### src/sv/wsd_pkg.sv
// ----------------------------------------------------------------------------
// wsd_pkg
// Shared types and constants for the WebSocket frame deframer.
// ----------------------------------------------------------------------------
package wsd_pkg;

    localparam int LENGTH_BITS_DEF = 64;

    // Queue between the parser and the output stage
    localparam int QUEUE_DEPTH  = 4;
    localparam int QUEUE_AW     = $clog2(QUEUE_DEPTH);

    // One result item as it travels through the queue; the key byte is
    // applied in the output stage.
    typedef struct packed {
        logic [7:0] data;
        logic [7:0] key;
        logic [3:0] opcode;
        logic       fin;
        logic       has_byte;
        logic       frame_end;
    } t_item;

endpackage

### src/sv/wsd_front.sv
// ----------------------------------------------------------------------------
// wsd_front
// Header parser: tracks the frame phase, collects length and masking key,
// and pushes one queue entry for each payload byte or empty-frame marker.
// ----------------------------------------------------------------------------
module wsd_front
    import wsd_pkg::*;
#(
    parameter int LENGTH_BITS = LENGTH_BITS_DEF
) (
    input  logic       i_clk,
    input  logic       i_rst_n,
    input  logic       i_accept,
    input  logic [7:0] i_byte,
    output logic       o_push,
    output t_item      o_item
);

    localparam logic [2:0] PH_HDR0    = 3'd0;
    localparam logic [2:0] PH_HDR1    = 3'd1;
    localparam logic [2:0] PH_EXTLEN  = 3'd2;
    localparam logic [2:0] PH_KEY     = 3'd3;
    localparam logic [2:0] PH_PAYLOAD = 3'd4;

    localparam logic [6:0] LEN_EXT16 = 7'd126;
    localparam logic [6:0] LEN_EXT64 = 7'd127;

    localparam logic [LENGTH_BITS-1:0] LEN_ZERO = '0;
    localparam logic [LENGTH_BITS-1:0] LEN_ONE  = LENGTH_BITS'(1);

    logic [2:0]             r_phase,   n_phase;
    logic [3:0]             r_hdr_cnt, n_hdr_cnt;
    logic                   r_fin,     n_fin;
    logic [3:0]             r_opcode,  n_opcode;
    logic                   r_masked,  n_masked;
    logic [LENGTH_BITS-1:0] r_rem,     n_rem;
    logic [31:0]            r_key,     n_key;
    logic [1:0]             r_kidx,    n_kidx;

    logic [LENGTH_BITS-1:0] ext_len;
    logic [7:0]             key_byte;

    assign ext_len = {r_rem[LENGTH_BITS-9:0], i_byte};

    always_comb begin
        case (r_kidx)
            2'd0:    key_byte = r_key[31:24];
            2'd1:    key_byte = r_key[23:16];
            2'd2:    key_byte = r_key[15:8];
            default: key_byte = r_key[7:0];
        endcase
    end

    always_comb begin
        n_phase   = r_phase;
        n_hdr_cnt = r_hdr_cnt;
        n_fin     = r_fin;
        n_opcode  = r_opcode;
        n_masked  = r_masked;
        n_rem     = r_rem;
        n_key     = r_key;
        n_kidx    = r_kidx;

        o_push           = 1'b0;
        o_item.data      = 8'd0;
        o_item.key       = 8'd0;
        o_item.opcode    = r_opcode;
        o_item.fin       = r_fin;
        o_item.has_byte  = 1'b0;
        o_item.frame_end = 1'b1;

        if (i_accept) begin
            case (r_phase)
                PH_HDR0: begin
                    n_fin    = i_byte[7];
                    n_opcode = i_byte[3:0];
                    n_phase  = PH_HDR1;
                end
                PH_HDR1: begin
                    n_masked = i_byte[7];
                    n_key    = 32'd0;
                    n_kidx   = 2'd0;
                    if (i_byte[6:0] == LEN_EXT16) begin
                        n_rem     = LEN_ZERO;
                        n_phase   = PH_EXTLEN;
                        n_hdr_cnt = 4'd2;
                    end else if (i_byte[6:0] == LEN_EXT64) begin
                        n_rem     = LEN_ZERO;
                        n_phase   = PH_EXTLEN;
                        n_hdr_cnt = 4'd8;
                    end else begin
                        n_rem = LENGTH_BITS'(i_byte[6:0]);
                        if (i_byte[7]) begin
                            n_phase   = PH_KEY;
                            n_hdr_cnt = 4'd4;
                        end else if (i_byte[6:0] == 7'd0) begin
                            // empty unmasked frame: emit the marker now
                            n_phase = PH_HDR0;
                            o_push  = 1'b1;
                        end else begin
                            n_phase = PH_PAYLOAD;
                        end
                    end
                end
                PH_EXTLEN: begin
                    n_rem     = ext_len;
                    n_hdr_cnt = r_hdr_cnt - 4'd1;
                    n_kidx    = 2'd0;
                    if (r_hdr_cnt == 4'd1) begin
                        if (r_masked) begin
                            n_phase   = PH_KEY;
                            n_hdr_cnt = 4'd4;
                        end else if (ext_len == LEN_ZERO) begin
                            n_phase = PH_HDR0;
                            o_push  = 1'b1;
                        end else begin
                            n_phase = PH_PAYLOAD;
                        end
                    end
                end
                PH_KEY: begin
                    n_key     = {r_key[23:0], i_byte};
                    n_hdr_cnt = r_hdr_cnt - 4'd1;
                    if (r_hdr_cnt == 4'd1) begin
                        if (r_rem == LEN_ZERO) begin
                            n_phase = PH_HDR0;
                            o_push  = 1'b1;
                        end else begin
                            n_phase = PH_PAYLOAD;
                        end
                    end
                end
                PH_PAYLOAD: begin
                    n_kidx           = r_kidx + 2'd1;
                    n_rem            = r_rem - LEN_ONE;
                    o_push           = 1'b1;
                    o_item.data      = i_byte;
                    o_item.key       = r_masked ? key_byte : 8'd0;
                    o_item.has_byte  = 1'b1;
                    o_item.frame_end = (r_rem == LEN_ONE);
                    if (r_rem == LEN_ONE) begin
                        n_phase = PH_HDR0;
                    end
                end
                default: begin
                    n_phase = PH_HDR0;
                end
            endcase
        end
    end

    always_ff @(posedge i_clk) begin
        if (!i_rst_n) begin
            r_phase   <= PH_HDR0;
            r_hdr_cnt <= 4'd0;
            r_fin     <= 1'b0;
            r_opcode  <= 4'd0;
            r_masked  <= 1'b0;
            r_rem     <= LEN_ZERO;
            r_key     <= 32'd0;
            r_kidx    <= 2'd0;
        end else begin
            r_phase   <= n_phase;
            r_hdr_cnt <= n_hdr_cnt;
            r_fin     <= n_fin;
            r_opcode  <= n_opcode;
            r_masked  <= n_masked;
            r_rem     <= n_rem;
            r_key     <= n_key;
            r_kidx    <= n_kidx;
        end
    end

endmodule

### src/sv/wsd_queue.sv
// ----------------------------------------------------------------------------
// wsd_queue
// Short FIFO of result items between the parser and the output stage.
// ----------------------------------------------------------------------------
module wsd_queue
    import wsd_pkg::*;
(
    input  logic  i_clk,
    input  logic  i_rst_n,
    input  logic  i_push,
    input  t_item i_item,
    input  logic  i_pop,
    output logic  o_full,
    output logic  o_empty,
    output t_item o_item
);

    localparam logic [QUEUE_AW:0] COUNT_FULL = (QUEUE_AW+1)'(QUEUE_DEPTH);

    t_item               r_mem [QUEUE_DEPTH];
    logic [QUEUE_AW-1:0] r_wr_ptr, n_wr_ptr;
    logic [QUEUE_AW-1:0] r_rd_ptr, n_rd_ptr;
    logic [QUEUE_AW:0]   r_count,  n_count;
    logic                do_push, do_pop;

    assign o_full  = (r_count == COUNT_FULL);
    assign o_empty = (r_count == '0);
    assign o_item  = r_mem[r_rd_ptr];

    assign do_push = i_push && !o_full;
    assign do_pop  = i_pop && !o_empty;

    always_comb begin
        n_wr_ptr = do_push ? r_wr_ptr + 1'b1 : r_wr_ptr;
        n_rd_ptr = do_pop  ? r_rd_ptr + 1'b1 : r_rd_ptr;
        n_count  = r_count;
        if (do_push && !do_pop) begin
            n_count = r_count + 1'b1;
        end else if (do_pop && !do_push) begin
            n_count = r_count - 1'b1;
        end
    end

    always_ff @(posedge i_clk) begin
        if (do_push) begin
            r_mem[r_wr_ptr] <= i_item;
        end
    end

    always_ff @(posedge i_clk) begin
        if (!i_rst_n) begin
            r_wr_ptr <= '0;
            r_rd_ptr <= '0;
            r_count  <= '0;
        end else begin
            r_wr_ptr <= n_wr_ptr;
            r_rd_ptr <= n_rd_ptr;
            r_count  <= n_count;
        end
    end

endmodule

### src/sv/wsd_back.sv
// ----------------------------------------------------------------------------
// wsd_back
// Output stage: unmasks the payload byte and holds the result in a
// register until the downstream side takes it.
// ----------------------------------------------------------------------------
module wsd_back
    import wsd_pkg::*;
(
    input  logic       i_clk,
    input  logic       i_rst_n,
    input  logic       i_empty,
    input  t_item      i_item,
    output logic       o_pop,
    output logic       o_valid,
    input  logic       i_ready,
    output logic [7:0] o_data,
    output logic [3:0] o_opcode,
    output logic       o_fin,
    output logic       o_has_byte,
    output logic       o_frame_end
);

    logic       r_valid;
    logic [7:0] r_data;
    logic [3:0] r_opcode;
    logic       r_fin;
    logic       r_has_byte;
    logic       r_frame_end;

    // load whenever the register is empty or being drained
    assign o_pop = !i_empty && (!r_valid || i_ready);

    always_ff @(posedge i_clk) begin
        if (!i_rst_n) begin
            r_valid <= 1'b0;
        end else if (o_pop) begin
            r_valid <= 1'b1;
        end else if (i_ready) begin
            r_valid <= 1'b0;
        end
    end

    always_ff @(posedge i_clk) begin
        if (o_pop) begin
            r_data      <= i_item.data ^ i_item.key;
            r_opcode    <= i_item.opcode;
            r_fin       <= i_item.fin;
            r_has_byte  <= i_item.has_byte;
            r_frame_end <= i_item.frame_end;
        end
    end

    assign o_valid     = r_valid;
    assign o_data      = r_data;
    assign o_opcode    = r_opcode;
    assign o_fin       = r_fin;
    assign o_has_byte  = r_has_byte;
    assign o_frame_end = r_frame_end;

endmodule

### src/sv/websocket_frame_deframer.sv
// ----------------------------------------------------------------------------
// websocket_frame_deframer
// Receive-side WebSocket framing: parses headers from a byte stream and
// emits unmasked payload bytes tagged with opcode and fin.
// ----------------------------------------------------------------------------
//  Channel   Dir  Contents
//  s_axis    in   tdata[7:0] raw stream byte
//  m_axis    out  tdata[7:0] payload byte, tuser opcode/fin/has_byte,
//                 tlast end of frame
//
//  One input transfer per cycle while the queue is not full; header and key
//  bytes produce nothing but an empty frame's marker. The queue is written
//  on the edge that accepts a byte; results are offered from the output
//  register, which loads from the queue while it is empty or being drained.
//  The four-entry queue sets how many results may wait while m_axis stalls
//  before s_axis_tready drops.
//  Synchronous active-low reset returns the parser to the first header byte.
// ----------------------------------------------------------------------------
module websocket_frame_deframer
    import wsd_pkg::*;
#(
    parameter int LENGTH_BITS = LENGTH_BITS_DEF
) (
    input  logic       i_clk,
    input  logic       i_rst_n,
    input  logic       s_axis_tvalid,
    output logic       s_axis_tready,
    input  logic [7:0] s_axis_tdata,   // [7:0] data_byte
    output logic       m_axis_tvalid,
    input  logic       m_axis_tready,
    output logic [7:0] m_axis_tdata,   // [7:0] payload_byte
    output logic [5:0] m_axis_tuser,   // [3:0] opcode, [4] fin, [5] has_byte
    output logic       m_axis_tlast    // frame_end
);

    logic  in_accept;
    logic  push;
    t_item push_item;
    logic  q_full;
    logic  q_empty;
    t_item q_item;
    logic  pop;

    assign s_axis_tready = !q_full;
    assign in_accept     = s_axis_tvalid && !q_full;

    wsd_front #(
        .LENGTH_BITS (LENGTH_BITS)
    ) u_front (
        .i_clk    (i_clk),
        .i_rst_n  (i_rst_n),
        .i_accept (in_accept),
        .i_byte   (s_axis_tdata),
        .o_push   (push),
        .o_item   (push_item)
    );

    wsd_queue u_queue (
        .i_clk   (i_clk),
        .i_rst_n (i_rst_n),
        .i_push  (push),
        .i_item  (push_item),
        .i_pop   (pop),
        .o_full  (q_full),
        .o_empty (q_empty),
        .o_item  (q_item)
    );

    wsd_back u_back (
        .i_clk       (i_clk),
        .i_rst_n     (i_rst_n),
        .i_empty     (q_empty),
        .i_item      (q_item),
        .o_pop       (pop),
        .o_valid     (m_axis_tvalid),
        .i_ready     (m_axis_tready),
        .o_data      (m_axis_tdata),
        .o_opcode    (m_axis_tuser[3:0]),
        .o_fin       (m_axis_tuser[4]),
        .o_has_byte  (m_axis_tuser[5]),
        .o_frame_end (m_axis_tlast)
    );

endmodule

### config.mk
export PLATFORM = sky130hd
export DESIGN_NAME = websocket_frame_deframer
export DESIGN_NICKNAME = d
export VERILOG_FILES = /design/src/sv/wsd_pkg.sv /design/src/sv/wsd_front.sv /design/src/sv/wsd_queue.sv /design/src/sv/wsd_back.sv /design/src/sv/websocket_frame_deframer.sv
export SDC_FILE = /design/constraint.sdc
export NUM_CORES = 1
export LEC_CHECK = 0
export BUFFER_PORTS_ARGS = -buffer_cell sky130_fd_sc_hd__buf_2
export CORE_MARGIN = 4
export CORE_UTILIZATION = 62
export DETAILED_ROUTE_END_ITERATION = 10
export PLACE_DENSITY = 0.79
export SYNTH_ARGS = -nofsm -noshare
export SYNTH_HDL_FRONTEND = slang
export SYNTH_SLANG_ARGS = --single-unit
### constraint.sdc
create_clock -name i_clk -period 4.9 [get_ports i_clk]
set_clock_uncertainty 0.05 [all_clocks]
set_input_delay 0.245 -clock i_clk [delete_from_list [all_inputs] [get_ports i_clk]]
set_output_delay 0.245 -clock i_clk [all_outputs]
set_load 0.005 [all_outputs]
### Yosys cells after proc, flatten, opt, wreduce, memory -nomap -nowiden

Memory sizes are Yosys's and may differ from the RTL's. A register that Yosys moved wholly into a read port is not among the register bits.
Cells that the tools add are included.

| storage, ports and cells | value |
|---|---|
| memories | 1 |
| logic and storage cells | 120 |
| input bits | 12 |
| output and inout bits | 17 |
| memory bits (writable) | 92 |
| register bits | 134 |

| operators by class | value |
|---|---|
| add/sub/neg operators | 7 |
| multiplexer cells | 47 |
| reductions and logical operators | 32 |
| equal/unequal tests | 15 |
| bitwise gates (word level) | 1 |

Memory list:

| name | depth | width | read ports | clocked after Yosys merged registers in | wr ports | RTL line | source |
|---|---|---|---|---|---|---|---|
| u_queue.r_mem | 4 | 23 | 1 | 1 | 1 | wsd_queue.sv:20 | `t_item r_mem [QUEUE_DEPTH];` |

Operators by type and width:

| operator | count |
|---|---|
| $pmux W64 S3 | 1 |
| $logic_not A64 Y1 | 2 |
| $eq A64 B1 Y1 const B | 1 |
| $mux W64 | 1 |
| $pmux W32 S2 | 1 |
| $sub A64 B1 Y64 const B | 1 |
| $mux W3 | 12 |
| $mux W16 | 2 |
| $pmux W8 S3 | 1 |
| $mux W4 | 5 |
| $pmux W3 S5 | 1 |
| $eq A7 B7 Y1 const B | 2 |
| $mux W1 | 14 |
| $pmux W4 S3 | 1 |
| $reduce_and A2 Y1 | 5 |
| $mux W2 | 4 |
| $mux W8 | 1 |
| $reduce_bool A2 Y1 | 4 |
| $xor A8 B8 Y8 | 1 |
| $logic_not A7 Y1 | 1 |
| $mux W7 | 1 |
| $add A2 B1 Y2 const B | 3 |
| $eq A3 B2 Y1 const B | 2 |
| $eq A3 B3 Y1 const B | 2 |
| 20 further kinds | 33 |

### Longest topological paths before layout

Gate-level depths: netlist (run 1).

| logic depth | value |
|---|---|
| depth in word-level cells | 12 |
| mapped depth | 13 |
| mapped depth without buffers | 12 |

### Modules after synthesis

Synthesis (run 1) repeated with hierarchy kept, for this count alone.

| unflattened totals | value |
|---|---|
| cells, all modules | 1,073 |
| area, all modules | 10,900.5 µm² |

Modules (own cells, without submodules):

| module | times used | seq. area each (µm²) | cells each | area an instance (µm²) |
|---|---|---|---|---|
| wsd_front | 1 | 2,222.1 | 876 | 6,495.0 |
| wsd_queue | 1 | 2,942.8 | 168 | 3,831.2 |
| wsd_back | 1 | 470.5 | 27 | 564.3 |
| websocket_frame_deframer | 1 | 0.0 | 2 | 10.0 |

### Worst setup path before layout (run 1)

Ideal clock, no wire load.

| timing | value |
|---|---|
| path type | register -> register |
| start | register u_front.r_rem[32] |
| end | memory u_queue.r_mem[0][0] (netlist name) (enable) |
| slack | 1.504 ns |
| required time | 4.444 ns |
| stages on the path, launching flop included | 6 |
| data arrival time | 2.940 ns |
| cells stage by stage | dfxtp_1 or4_4 nor4_2 and4_1 a41oi_2 nor2b_1 |

| on the way | value |
|---|---|
| cells in the longest elaborated chain, start to end | 9 |

RTL lines:

| what | RTL line | source |
|---|---|---|
| start: declaration | wsd_front.sv:36 | `logic [LENGTH_BITS-1:0] r_rem, n_rem;` |
| start signal: assignment | wsd_front.sv:168 | `r_rem <= n_rem;` |
| $logic_not A64 Y1 | wsd_front.sv:113 | `end else if (ext_len == LEN_ZERO) begin` |
| $mux W1 | wsd_front.sv:113 |  |
| $mux W1 | wsd_front.sv:110 | `if (r_masked) begin` |
| $mux W1 | wsd_front.sv:109 | `if (r_hdr_cnt == 4'd1) begin` |
| $pmux W1 S4 (*) | wsd_front.sv:73 | `case (r_phase)` |
| $mux W1 (*) | wsd_front.sv:72 | `if (i_accept) begin` |
| $logic_and A1 B1 Y1 (*) | wsd_queue.sv:30 | `assign do_push = i_push && !o_full;` |
| $mux W1 (*) | wsd_queue.sv:45 | `if (do_push) begin` |
| $mux W1 (implied by the code) (*) | wsd_queue.sv:46 | `r_mem[r_wr_ptr] <= i_item;` |
| end: declaration | wsd_queue.sv:20 |  |

Mark *: on every way between the ends. The rest lies on a longest branch, timed or not.

### Worst setup path in the final report (run 1)

| timing | value |
|---|---|
| start | register u_front.r_rem[32] |
| end | register u_queue.r_count[2] |

| on the way | value |
|---|---|
| cells in the longest elaborated chain, start to end | 10 |

RTL lines:

| what | RTL line | source |
|---|---|---|
| $logic_not A64 Y1 | wsd_front.sv:113 |  |
| $mux W1 | wsd_front.sv:113 |  |
| $mux W1 | wsd_front.sv:110 |  |
| $mux W1 | wsd_front.sv:109 |  |
| $pmux W1 S4 (*) | wsd_front.sv:73 |  |
| $mux W1 (*) | wsd_front.sv:72 |  |
| $logic_and A1 B1 Y1 (*) | wsd_queue.sv:30 |  |
| net u_queue.do_push | wsd_queue.sv:24 | `logic do_push, do_pop;` |
| $logic_not A1 Y1 | wsd_queue.sv:39 | `end else if (do_pop && !do_push) begin` |
| $logic_and A1 B1 Y1 | wsd_queue.sv:39 |  |
| $reduce_bool A2 Y1 (no line) | - |  |
| end signal: assignment | wsd_queue.sv:58 | `r_count <= n_count;` |
| end: declaration | wsd_queue.sv:23 | `logic [QUEUE_AW:0] r_count, n_count;` |

Mark *: on every way through the listed nets, which the timed path passes. The rest lies on a longest branch.
A chain may end at the register's enable or synchronous reset.

==> results of run 1 <==
cell usage after synthesis (13+ instances only):
master	number
nand3_1	37
nor3_1	37
nor2_1	125
clkbuf_1	58
inv_1	16
or4_1	13
o21ai_0	41
edfxtp_1	107
xor2_1	41
nor4_1	22
mux4_2	15
o22ai_1	15
or3_1	13
dfxtp_1	121
and3_1	14
nand2_1	86
a22oi_1	46
a21oi_1	58
ha_1	14
power groups by stage:
| stage | Clock, mW | Combinational, mW | Sequential [mW] |
|---|---|---|---|
| 6_report | 1.85 | 1.62 | 2.35 |
| 5_1_grt | 1.96 | 1.76 | 2.37 |
| 4_1_cts | 1.86 | 1.60 | 2.35 |
| 3_5_place_dp | 0 | 1.58 | 2.39 |
| 3_3_place_gp | 0 | 1.56 | 2.37 |
| 2_1_floorplan | 0 | 1.21 | 2.30 |
kinds of logic after synthesis:
group	after synthesis	share of synthesized area [%]
buffers and inverters	89	3.47
XOR/XNOR	45	3.64
AO/OA/AOI/OAI	258	16.3
AND/OR/NAND/NOR	412	19.1
multiplexers	21	3.67
adder cells (fa/ha/maj)	15	1.80
flip-flops	228	52.0
registers in the layout, indices dropped and copies added (netlist names), 2 cells and up, named ones only:
name,count
u_front.r_opcode,4
u_queue.r_mem,92
u_front.r_phase,3
u_queue.r_wr_ptr,2
u_back.o_opcode,4
u_front.r_key,32
u_back.o_data,8
u_front.r_hdr_cnt,4
u_queue.r_count,3
u_front.r_kidx,2
u_queue.r_rd_ptr,2
u_front.r_rem,64
cell usage in the layout (no fill, tap or decap), types with 6 or more instances in the layout:
| cell type | instances |
|---|---|
| nand3_1 | 37 |
| o311ai_0 | 7 |
| xor2_1 | 41 |
| edfxtp_1 | 107 |
| a211oi_1 | 6 |
| a222oi_1 | 8 |
| clkbuf_16 | 23 |
| a32o_1 | 6 |
| a21oi_1 | 57 |
| buf_2 | 28 |
| o2bb2ai_1 | 6 |
| mux4_2 | 15 |
| dfxtp_1 | 121 |
| nand4_1 | 10 |
| nor4_1 | 22 |
| o211ai_1 | 10 |
| ha_1 | 14 |
| mux2i_1 | 6 |
| or4_1 | 13 |
| inv_1 | 16 |
| nor2_1 | 123 |
| or2_2 | 7 |
| o22ai_1 | 15 |
| nor3_1 | 37 |
| buf_4 | 16 |
| a22oi_1 | 46 |
| o21ai_0 | 41 |
| a2bb2oi_1 | 7 |
| nand2_1 | 86 |
| a31oi_1 | 10 |
| or3_1 | 13 |
| and3_1 | 14 |
| nand2b_1 | 7 |
through the flow:
step	power, mW	setup slack (ps)
floorplan	3.51	1500
global placement	3.93	1400
detailed placement	3.97	1260
CTS	5.81	1240
global route	6.09	931
finish	5.82	1180
layer usage:
metal / share of wire (%) / global-route usage, % / vias up
met5: 0 / 0 / -
met2: 48 / 44.6 / 447
met4: 2.3 / 8.11 / 0
met3: 7.8 / 3.31 / 70
met1: 42 / 39.1 / 4177
li1: - / - / 4034
final cells by class:
class	instances	share of cell area, %
antenna	1	0.0209
clock buffer	31	5.49
clock inverter	11	1.28
inverter	17	0.534
multi-input combinational	751	40.7
sequential	228	47.2
tap	225	2.36
timing repair buffer	47	2.43
critical path: cells and delay by family, from the launching register on:
family | cells | cell delay [ps]
xor gates and xnor gates | 1 | 180
AOI/OAI and AO/OA | 2 | 490
DFF | 1 | 370
buffers and inverters | 2 | 190
adders and majority gates | 2 | 560
and+or+nand+nor | 4 | 1780
how the worst min path moves through the flow:
stage                 startpoint             endpoint  slack [ps]  cells past startpoint
2_1_floorplan    s_axis_tdata[1]  u_front.r_opcode[1]         340                      2
6_report         s_axis_tdata[6]     u_front.r_key[6]          30                      3
5_1_grt          s_axis_tdata[2]  u_front.r_opcode[2]          30                      3
4_1_cts          s_axis_tdata[2]  u_front.r_opcode[2]          10                      3
3_5_place_dp   u_front.r_rem[20]    u_front.r_rem[20]         420                      2
3_3_place_gp      u_back.o_valid       u_back.o_valid         420                      2
==> run summary, run 1 <==
FP Rows -> 48
Slew @ Worst Pin -> 1130 ps
Peak VDD IR -> 0.465 mV
R2R Path Start -> u_front.r_rem[32]
Max Slew Vio Count -> 0
Final cell count without fillers -> 1,311
Clock Tree Buf Depth -> 3
Tmin final -> 3720 ps
Syn Inst Count -> 1,068
Avg Cell Area, Syn -> 10.2 um^2
Pin count of the biggest net entering global routing -> 68
DRC -> 0
Worst Setup SP -> u_front.r_rem[32]
Ys Warns -> 0
First-pass GRT wire length -> 44.4 mm
Power share of the combinational group -> 27.9%
Resized Gates After CTS -> 0
Clk pwr share -> 31.8%
Placed instance area -> 11,100 um^2
FMAX -> 269 MHz
Initial core utilization -> 62.9%
GRT overflow -> 0
Total Wirelength -> 27.1 mm
Critical Path Fanout Max -> 7
RSZ-0062 raised after global routing -> no
Global placer's final weighted congestion -> 0.917
CTS Sinks -> 228
Final Util -> 69.3%
Reg2reg end -> u_queue.r_count[2]
Setup violations, final -> 0
Post-synth ARST share -> 0%
Vias per cell -> 6.66
Cell repeated most along the worst path -> inv_1
CP required -> 5290 ps
Synth Register Bits -> 228
Final worst path period share -> 75.9%
Sw Ratio -> 33.7%
Final hold violations -> 0
Clk Latency, worst-skew pair -> 520 ps
Routed WL per cell -> 20.7 um
Synth cell types -> 81
Pwr/cell area -> 487 nW/um^2
EDFF count, synth -> 107
Vias in the first global route -> 8,417
DRT Pass-1 Iters -> 6
# nets final -> 1,095
R2R setup slack -> 1180 ps
Core area -> 17,200 um^2
Clock Pin Slew Worst Setup and Hold Paths -> 60 ps
Sequential-to-total area share from yosys stat -> 52.0%
Number of max-cap violations -> 0
Ranking of synthesized cells by area -> edfxtp_1 30%, dfxtp_1 22%, nor2_1 4.3%, xor2_1 3.3%, a22oi_1 3.2%
Post-CTS Setup Bufs -> 0
Sequential cell area -> 5640 um^2
Setup TNS -> 0 ps
Internal power -> 3.86 mW
Cell Chain, Critical Path -> or4_4 > nor4_2 > and4_1 > a41oi_2 > inv_1 > ha_1 > inv_1 > fa_1 > xor2_1 > or3_1 > a21oi_1
Mapped Nets -> 1,095
CP arrival -> 4100 ps
Leakage -> 4.41 nW
Seq pwr share -> 40.4%
Worst reg2reg path depth -> 11
Startpoint Class -> register
Die W -> 140 um
DP Cell Count -> 1,265
Area leader, netlist -> edfxtp_1
Slew headroom -> 24.4%
Crit path to -> u_queue.r_count[2]
Die Ht -> 140 um
Die area -> 19,700 um^2
Final instance area -> 12,000 um^2
All-Layer GR Usage -> 27.4%
CTS tree -> done
Port Buffers -> 28
Ys flop type -> dfxtp_1
Max stage delay cell, worst path -> or4_4
Initial antenna violation count -> 0
Fill count -> 1,245
Post-DP HPWL -> 17.2 mm
DRT iter0 DRCs -> 997
Antenna-violating nets left -> 0
TritonCTS Buffers -> 23
Area of the multi-input gates -> 4870 um^2
H-tree lvl count -> 1
I/O pins -> 29
CP Capture Type -> register
Worst path max stage delay -> 600 ps
Hold crit path type -> input port to register
Hold_ws -> 32.5 ps
Layout cells sized above 1 -> 12.7%
CP Class -> register to register
Area grow syn2layout -> 10.2%
Post-CTS Hold Buffers -> 3
DR vias -> 8,728
Area share of the largest cell type after synthesis -> 29.6%
P_sw -> 1.96 mW
Status -> finished, final reports clean
Mapped Area -> 10,800 um^2
CTS root buffer -> clkbuf_16
(Power assumes the default switching activity.)
==> inputs of run 2 (changes only) <==
--- a/config.mk
+++ b/config.mk
@@ -7,9 +7,9 @@
 export LEC_CHECK = 0
 export BUFFER_PORTS_ARGS = -buffer_cell sky130_fd_sc_hd__buf_2
 export CORE_MARGIN = 4
-export CORE_UTILIZATION = 62
+export CORE_UTILIZATION = 56
 export DETAILED_ROUTE_END_ITERATION = 10
-export PLACE_DENSITY = 0.79
+export PLACE_DENSITY = 0.76
 export SYNTH_ARGS = -nofsm -noshare
 export SYNTH_HDL_FRONTEND = slang
 export SYNTH_SLANG_ARGS = --single-unit
==> constraint.sdc (replaced) <==
create_clock -name i_clk -period 3 [get_ports i_clk]
set_clock_uncertainty 0.05 [all_clocks]
set_input_delay 0.15 -clock i_clk [delete_from_list [all_inputs] [get_ports i_clk]]
set_output_delay 0.15 -clock i_clk [all_outputs]
set_load 0.005 [all_outputs]
==> run 2 against run 1 <==
  * Maximum frequency is 26% higher
  * Sequential power increased by 59%
  * Via count is 3.1% higher
  * Worst setup slack lost 1100 ps
  * Total power grew 66%
  * Highest routed layer unchanged
  * Combinational power grew 90%
  * Utilization shrank 2.7 points
  * Global-route usage decreased by 1.7 points
  * Cell count is 7.6% higher
==> run summary, run 2 (synthesized netlist as in run 1, its figures left out) <==
Status -> finished, final reports clean
Critical Path Fanout Max -> 2 (-5)
Port Buffers -> 28 (unchanged)
Global placer's final weighted congestion -> 0.888 (-3.1%)
Critical Path Stages -> 11 (unchanged)
Die W -> 147 um (+4.9%)
Tmin final -> 2950 ps (-766 ps)
Power share of the combinational group -> 31.8% (+3.9 points)
Sequential cell area -> 5640 um^2 (about the same)
Sw Ratio -> 34.1% (+0.32 points)
Initial core utilization -> 57.4% (-5.5 points)
TritonCTS Buffers -> 24 (+4.3%)
Vias per cell -> 6.38 (-4.1%)
Max Slew Vio Count -> 0 (unchanged)
CTS Sinks -> 228 (unchanged)
DR vias -> 9,000 (+3.1%)
Commonest non-fill, non-tap cell in the layout -> nor2_1
CP required -> 3390 ps (-1900 ps)
FMAX -> 339 MHz (+26%)
Worst path max stage delay -> 440 ps (-160 ps)
Clk pwr share -> 29.6% (-2.2 points)
Die Ht -> 147 um (+4.9%)
Slew @ Worst Pin -> 849 ps (-286 ps)
Cell Chain, Critical Path -> nor4_2 > nand4_1 > a2111oi_4 > a41oi_4 > inv_2 > ha_4 > inv_1 > fa_2 > xor2_1 > or3_4 > a21oi_2
Clock Tree Buf Depth -> 3 (unchanged)
H-tree lvl count -> 1 (unchanged)
Layout cells sized above 1 -> 18.9% (+6.2 points)
Post-DP HPWL -> 18.1 mm (+4.9%)
Die area -> 21,600 um^2 (+10%)
Routed WL per cell -> 20.3 um (-2.1%)
Vias in the first global route -> 8,597 (+2.1%)
# nets final -> 1,159 (+5.8%)
DP Cell Count -> 1,363 (+7.7%)
First-pass GRT wire length -> 45.9 mm (+3.4%)
Max FFs per register -> 92 (unchanged)
Largest register by flop count -> u_queue.r_mem
CTS root buffer -> clkbuf_16
Setup violations, final -> 0 (unchanged)
Largest regs -> u_queue.r_mem (92), u_front.r_rem (64), u_front.r_key (32)
Startpoint Class -> register
Internal power -> 6.39 mW (+66%)
FP Rows -> 50 (+4.2%)
Final cell count without fillers -> 1,410 (+7.6%)
Final worst path period share -> 98.4% (+23 points)
Seq pwr share -> 38.6% (-1.8 points)
CP Capture Type -> register
P_sw -> 3.30 mW (+68%)
Slew headroom -> 43.3% (+19 points)
I/O pins -> 29 (unchanged)
WHS Path Cells -> 4 (+1)
Clock Pin Slew Worst Setup and Hold Paths -> 60 ps (about the same)
CP arrival -> 3340 ps (-760 ps)
Antenna-violating nets left -> 0 (unchanged)
Max stage delay cell, worst path -> a2111oi_4
Initial antenna violation count -> 0 (unchanged)
Worst reg2reg path depth -> 11 (unchanged)
Area of the multi-input gates -> 4960 um^2 (+1.9%)
DRT iter0 DRCs -> 973 (-2.4%)
GRT overflow -> 0 (unchanged)
Total Wirelength -> 28.6 mm (+5.3%)
DRC -> 0 (unchanged)
Area grow syn2layout -> 16.1%
CP Class -> register to register
Final Util -> 66.6% (-2.7 points)
Core area -> 18,900 um^2 (+9.6%)
Clk Latency, worst-skew pair -> 510 ps (about the same)
Final hold violations -> 0 (unchanged)
Peak VDD IR -> 0.565 mV (+22%)
CTS tree -> done
Buffers & Inverters on Critical Path -> 2 (unchanged)
Number of max-cap violations -> 0 (unchanged)
Top cell family by delay on the critical path -> simple AND/OR/NAND/NOR gates
Hold crit path type -> input port to register
Pin count of the biggest net entering global routing -> 62 (-8.8%)
Diode count -> 0 (-1)
Pwr/cell area -> 770 nW/um^2 (+58%)
All-Layer GR Usage -> 25.8% (-1.7 points)
DRT Pass-1 Iters -> 8 (+2)
Fill count -> 1,410 (+13%)
Leakage -> 4.75 nW (+7.7%)
Commonest non-fill, non-tap cells in the layout -> 123 x nor2_1, 120 x dfxtp_1, 107 x edfxtp_1
-- run 2: cell types whose count changed in the layout (fill, tap and decap cells not counted), sizes merged --
| cell | before | now |
|---|---|---|
| buf | 44 | 109 |
| clkinv | 4 | 8 |
| bufinv | 3 | 0 |
| clkbuf | 31 | 33 |
| dlygate4sd3 | 3 | 1 |
| diode | 1 | 0 |
| inv | 19 | 18 |
-- run 2: cell type report --
cell class	count	area share, %
clock buffer	33	5.62
clock inverter	11	0.527
inverter	17	0.507
multi-input combinational	751	39.4
sequential	228	44.8
tap	260	2.59
timing repair buffer	110	6.52
-- run 2: final timing paths --
check	start	endpoint	slack [ps]
setup reg to reg	u_front.r_rem[56]	u_queue.r_count[2]	50
hold reg to reg	u_front.r_rem[20]	u_front.r_rem[20]	420
hold / removal	s_axis_tdata[6]	u_front.r_key[6]	20
setup / recovery	u_front.r_rem[56]	u_queue.r_count[2]	50
-- run 2: repair_timing --
action,in CTS,in global routing
hold endpoints to repair,1,0
hold buffers,1,0
gates resized for setup,2,8
setup buffers,0,2
setup endpoints to repair,1,1
pin swaps,0,8
cloned,0,0
-- run 2: power by group through the flow --
| stage | clock network, mW | logic [mW] | registers, mW |
|---|---|---|---|
| floorplan | 0 | 2.01 | 3.76 |
| global placement | 0 | 2.91 | 3.78 |
| detailed placement | 0 | 2.95 | 3.79 |
| CTS | 2.91 | 2.99 | 3.73 |
| global route | 3.04 | 3.35 | 3.76 |
| finish | 2.87 | 3.08 | 3.74 |
-- run 2: through the flow --
stage                     area, um^2  total power [mW]  setup WS (ps)  TNS [ps]  hold slack (ps)
after floorplan                10900              5.76           -177    -16240              247
after global placement         11700              6.69           41.8         0              392
after detailed placement       11700              6.74          -36.3     -36.3              397
after CTS                      12500              9.63           27.5         0             4.97
after global routing           12600              10.2          -31.2     -31.2             45.2
final                          12600              9.69           47.9         0             18.0
-- run 2: tightest hold or removal path: cells and delay by family --
family | cells | cell delay (ps)
buf+inv | 2 | 250
compound gates | 1 | 70
simple gates | 1 | 70
-- run 2: metal layers --
| layer | track usage (%) | share of wire, % |
|---|---|---|
| met5 | 0 | 0 |
| met2 | 42.1 | 48 |
| met3 | 3.27 | 7.6 |
| met4 | 8.81 | 3.0 |
| met1 | 35.9 | 42 |
